File: src/sv/rmc_pkg.sv
// ----------------------------------------------------------------------------
// rmc_pkg
// Shared widths, command codes and controller/datapath structs for the
// range mountain check block.
// ----------------------------------------------------------------------------
package rmc_pkg;

    localparam int POS_W         = 10;
    localparam int DATA_W        = 32;
    localparam int DEFAULT_DEPTH = 1024;

    localparam logic CMD_LOAD  = 1'b0;
    localparam logic CMD_QUERY = 1'b1;

    typedef struct packed {
        logic load_we;
        logic start;
        logic issue;
        logic push;
    } t_dp_cmd;

    typedef struct packed {
        logic empty_range;
        logic issue_last;
        logic rd_last_vld;
        logic out_free;
    } t_dp_status;

endpackage

File: src/sv/rmc_ctrl.sv
// ----------------------------------------------------------------------------
// rmc_ctrl
// Controller: accepts transactions, sequences the range walk and hands the
// answer to the output register.
// ----------------------------------------------------------------------------
module rmc_ctrl
    import rmc_pkg::*;
(
    input  logic       i_clk,
    input  logic       i_rst_n,
    input  logic       i_in_valid,
    input  logic       i_in_cmd,
    output logic       o_in_ready,
    input  t_dp_status i_status,
    output t_dp_cmd    o_cmd
);

    localparam logic [1:0] S_IDLE   = 2'd0;
    localparam logic [1:0] S_WALK   = 2'd1;
    localparam logic [1:0] S_DRAIN  = 2'd2;
    localparam logic [1:0] S_FINISH = 2'd3;

    logic [1:0] r_state;
    logic [1:0] n_state;
    logic       w_accept;

    assign o_in_ready = (r_state == S_IDLE);
    assign w_accept   = i_in_valid && o_in_ready;

    always_comb begin
        n_state       = r_state;
        o_cmd.load_we = 1'b0;
        o_cmd.start   = 1'b0;
        o_cmd.issue   = 1'b0;
        o_cmd.push    = 1'b0;
        unique case (r_state)
            S_IDLE: begin
                if (w_accept) begin
                    if (i_in_cmd == CMD_LOAD) begin
                        o_cmd.load_we = 1'b1;
                    end else begin
                        o_cmd.start = 1'b1;
                        n_state     = i_status.empty_range ? S_FINISH : S_WALK;
                    end
                end
            end
            S_WALK: begin
                o_cmd.issue = 1'b1;
                if (i_status.issue_last) begin
                    n_state = S_DRAIN;
                end
            end
            S_DRAIN: begin
                if (i_status.rd_last_vld) begin
                    n_state = S_FINISH;
                end
            end
            S_FINISH: begin
                if (i_status.out_free) begin
                    o_cmd.push = 1'b1;
                    n_state    = S_IDLE;
                end
            end
            default: n_state = S_IDLE;
        endcase
    end

    always_ff @(posedge i_clk) begin
        if (!i_rst_n) begin
            r_state <= S_IDLE;
        end else begin
            r_state <= n_state;
        end
    end

endmodule

File: config.mk
export PLATFORM = sky130hd
export DESIGN_NAME = rmc_ctrl
export DESIGN_NICKNAME = d
export VERILOG_FILES = /design/src/sv/rmc_pkg.sv /design/src/sv/rmc_ctrl.sv
export SDC_FILE = /design/constraint.sdc
export NUM_CORES = 1
export LEC_CHECK = 0
export BUFFER_PORTS_ARGS = -buffer_cell sky130_fd_sc_hd__clkbuf_2
export CORE_AREA = 2 2 39 41
export DETAILED_ROUTE_END_ITERATION = 12
export DIE_AREA = 0 0 41 43
export GPL_ROUTABILITY_DRIVEN = 0
export PLACE_DENSITY = 0.42
export SKIP_CTS_REPAIR_TIMING = 1
export SLEW_MARGIN = 5
export SYNTH_ARGS = -nofsm -noshare
export SYNTH_HDL_FRONTEND = slang
export SYNTH_SLANG_ARGS = --single-unit
File: constraint.sdc
create_clock -name i_clk -period 3.33 [get_ports i_clk]
set_input_delay 0.666 -clock i_clk [delete_from_list [all_inputs] [get_ports i_clk]]
set_output_delay 0.666 -clock i_clk [all_outputs]
set_load 0.02 [all_outputs]
==> impl_metrics.tcl <==
set metrics [dict create \
    start_kind "register" \
    largest_reg_flops 2 \
    max_cap_viol_count 0 \
    wirelength_um 521 \
    drt-initial-drc-count 2 \
    wirelength_met1_um 234 \
    dr.pass1.iters 4 \
    synth_nets 38 \
    worstSkewPairLatency_ns 0.22 \
    start_util 0.177 \
    yosys_warnings 0 \
    ys_types 17 \
    wl_per_cell_um 9.30 \
    place_hpwl_um 430 \
    grt_pass1_vias 206 \
    skew_ns 0.00286 \
    track_usage 0.0703 \
    met3_length_um 41 \
    period_needed_ns 2.04 \
    placed_area_um2 325 \
    coreArea_um2 1380 \
    die_w_um 41 \
    pwr_density_cell_nw_per_um2 904 \
    num-fill-cells 156 \
    syn_avg_cell_area_um2 9.81 \
    finalHoldViolCount 0 \
    grt_pass1_wl_um 752 \
    tns_ns 0 \
    dr_wl_met2_um 246 \
    drc 0 \
    grt_max_degree 6 \
    critPathKind "register to primary output" \
    leakage_nw 0.174 \
    io_pins 13 \
    numCtsBuffers 3 \
    drive_gt1_frac 0.500 \
    required_ns 2.66 \
    ys_seq_area_frac 0.163 \
    num_rows 14 \
    maxSlewViolCount 0 \
    critPathMaxFanout 5 \
    final_common_cell "clkbuf_2" \
    worst_pin_slew_ns 0.293 \
    mostFrequentLayoutCells "clkbuf_2, ha_1, clkbuf_4" \
    synth_seq_cells 2 \
    syn_to_final_growth_pct 41.8 \
    postRouteAntennaNets 0 \
    numPortBuffers 12 \
    antenna_found_initial 0 \
    end_kind "primary output" \
    cts_sinks 2 \
    n_antenna_cell 0 \
    overflow 0 \
    hold_ws_ns 0.499 \
    cp.arrival_ns 1.37 \
    synthCells 25 \
    finalSetupViolCount 0 \
    syn_area_um2 245 \
    rsz0062_at_grt "false" \
    design_area_um2 348 \
    root_buffer "clkbuf_4" \
    min_period_over_period 0.612 \
    fmax_mhz 490 \
    highest_layer "met3" \
    cts_tree "yes" \
    path_clk_slew_ns 0.03 \
    ir_drop_v 0.000345 \
    die-area_um2 1760 \
    reg_top3 "r_state: 2 flops" \
    hp-class "register to register" \
    h-tree-depth 1 \
    status "finished clean" \
    slew_headroom 0.805 \
    cts.path.max_buffers 2 \
    top_register "r_state" \
    dr_total_vias 229 \
    die_y_um 43 \
    vias_per_cell 4.09 \
    fin_nets 55 \
]
[layer usage]
layer,up-vias,GRT usage
met5,-,0
li1,118,-
met3,0,0.0314
met4,0,0.0800
met2,10,0.100
met1,101,0.0643
[critical path, stage by stage (launching register included)]
cell and delay (ns):
dfxtp_1 0.37, inv_1 0.11, ha_1 0.29, and3_2 0.24, clkbuf_2 0.15
[final cells by class]
cell class / count / area (um^2) / area share
Multi-Input combinational cell: 21 / 198 / 0.568
Timing Repair Buffer: 12 / 60.1 / 0.173
Sequential cell: 2 / 40.0 / 0.115
Clock buffer: 3 / 22.5 / 0.0647
Tap cell: 16 / 20.0 / 0.0576
Inverter: 2 / 7.51 / 0.0216
[power breakdown]
part	total (mW)	switching [mW]	internal, mW
registers	0.0499	0.0130	0.0368
logic	0.211	0.111	0.100
clock network	0.0532	0.0135	0.0397
[cell usage after synthesis]
master | count | area, um^2
ha_1 | 5 | 62.6
dfxtp_1 | 2 | 40.0
inv_1 | 2 | 7.51
nand2_1 | 2 | 7.51
nor2b_1 | 2 | 12.5
a2111oi_4 | 1 | 27.5
a211o_1 | 1 | 8.76
and2_1 | 1 | 6.26
and3_2 | 1 | 7.51
mux2i_1 | 1 | 10.0
nand2_2 | 1 | 6.26
nand2b_1 | 1 | 6.26
nor2_1 | 1 | 3.75
nor2b_4 | 1 | 13.8
o211ai_1 | 1 | 7.51
o221a_1 | 1 | 11.3
or2_2 | 1 | 6.26
[through the flow]
stage / power, mW / setup WS (ns) / std cells / util
after floorplan: 0.215 / 1.51 / 25 / -
after global placement: 0.269 / 1.53 / 53 / 0.235
after detailed placement: 0.264 / 1.51 / 53 / 0.235
after CTS: 0.324 / 1.27 / 56 / 0.251
after global routing: 0.347 / 1.22 / 56 / 0.251
final: 0.314 / 1.29 / 56 / 0.251
[kinds of logic after synthesis]
family | synth area share
DFF | 0.163
AOI/OAI and AO/OA | 0.225
and+or+nand+nor | 0.286
buffers and inverters | 0.0306
muxes | 0.0408
adders and majority gates | 0.255
[path summary, 6_finish.rpt]
| check | cells past startpoint | from | end | slack (ns) |
|---|---|---|---|---|
| max | 4 | r_state[0] | o_cmd[2] | 1.29 |
| min | 2 | r_state[1] | r_state[1] | 0.50 |
| max reg2reg | 5 | r_state[0] | r_state[0] | 1.86 |
| min reg2reg | 2 | r_state[1] | r_state[1] | 0.50 |
Power figures use the tool's default switching activity.
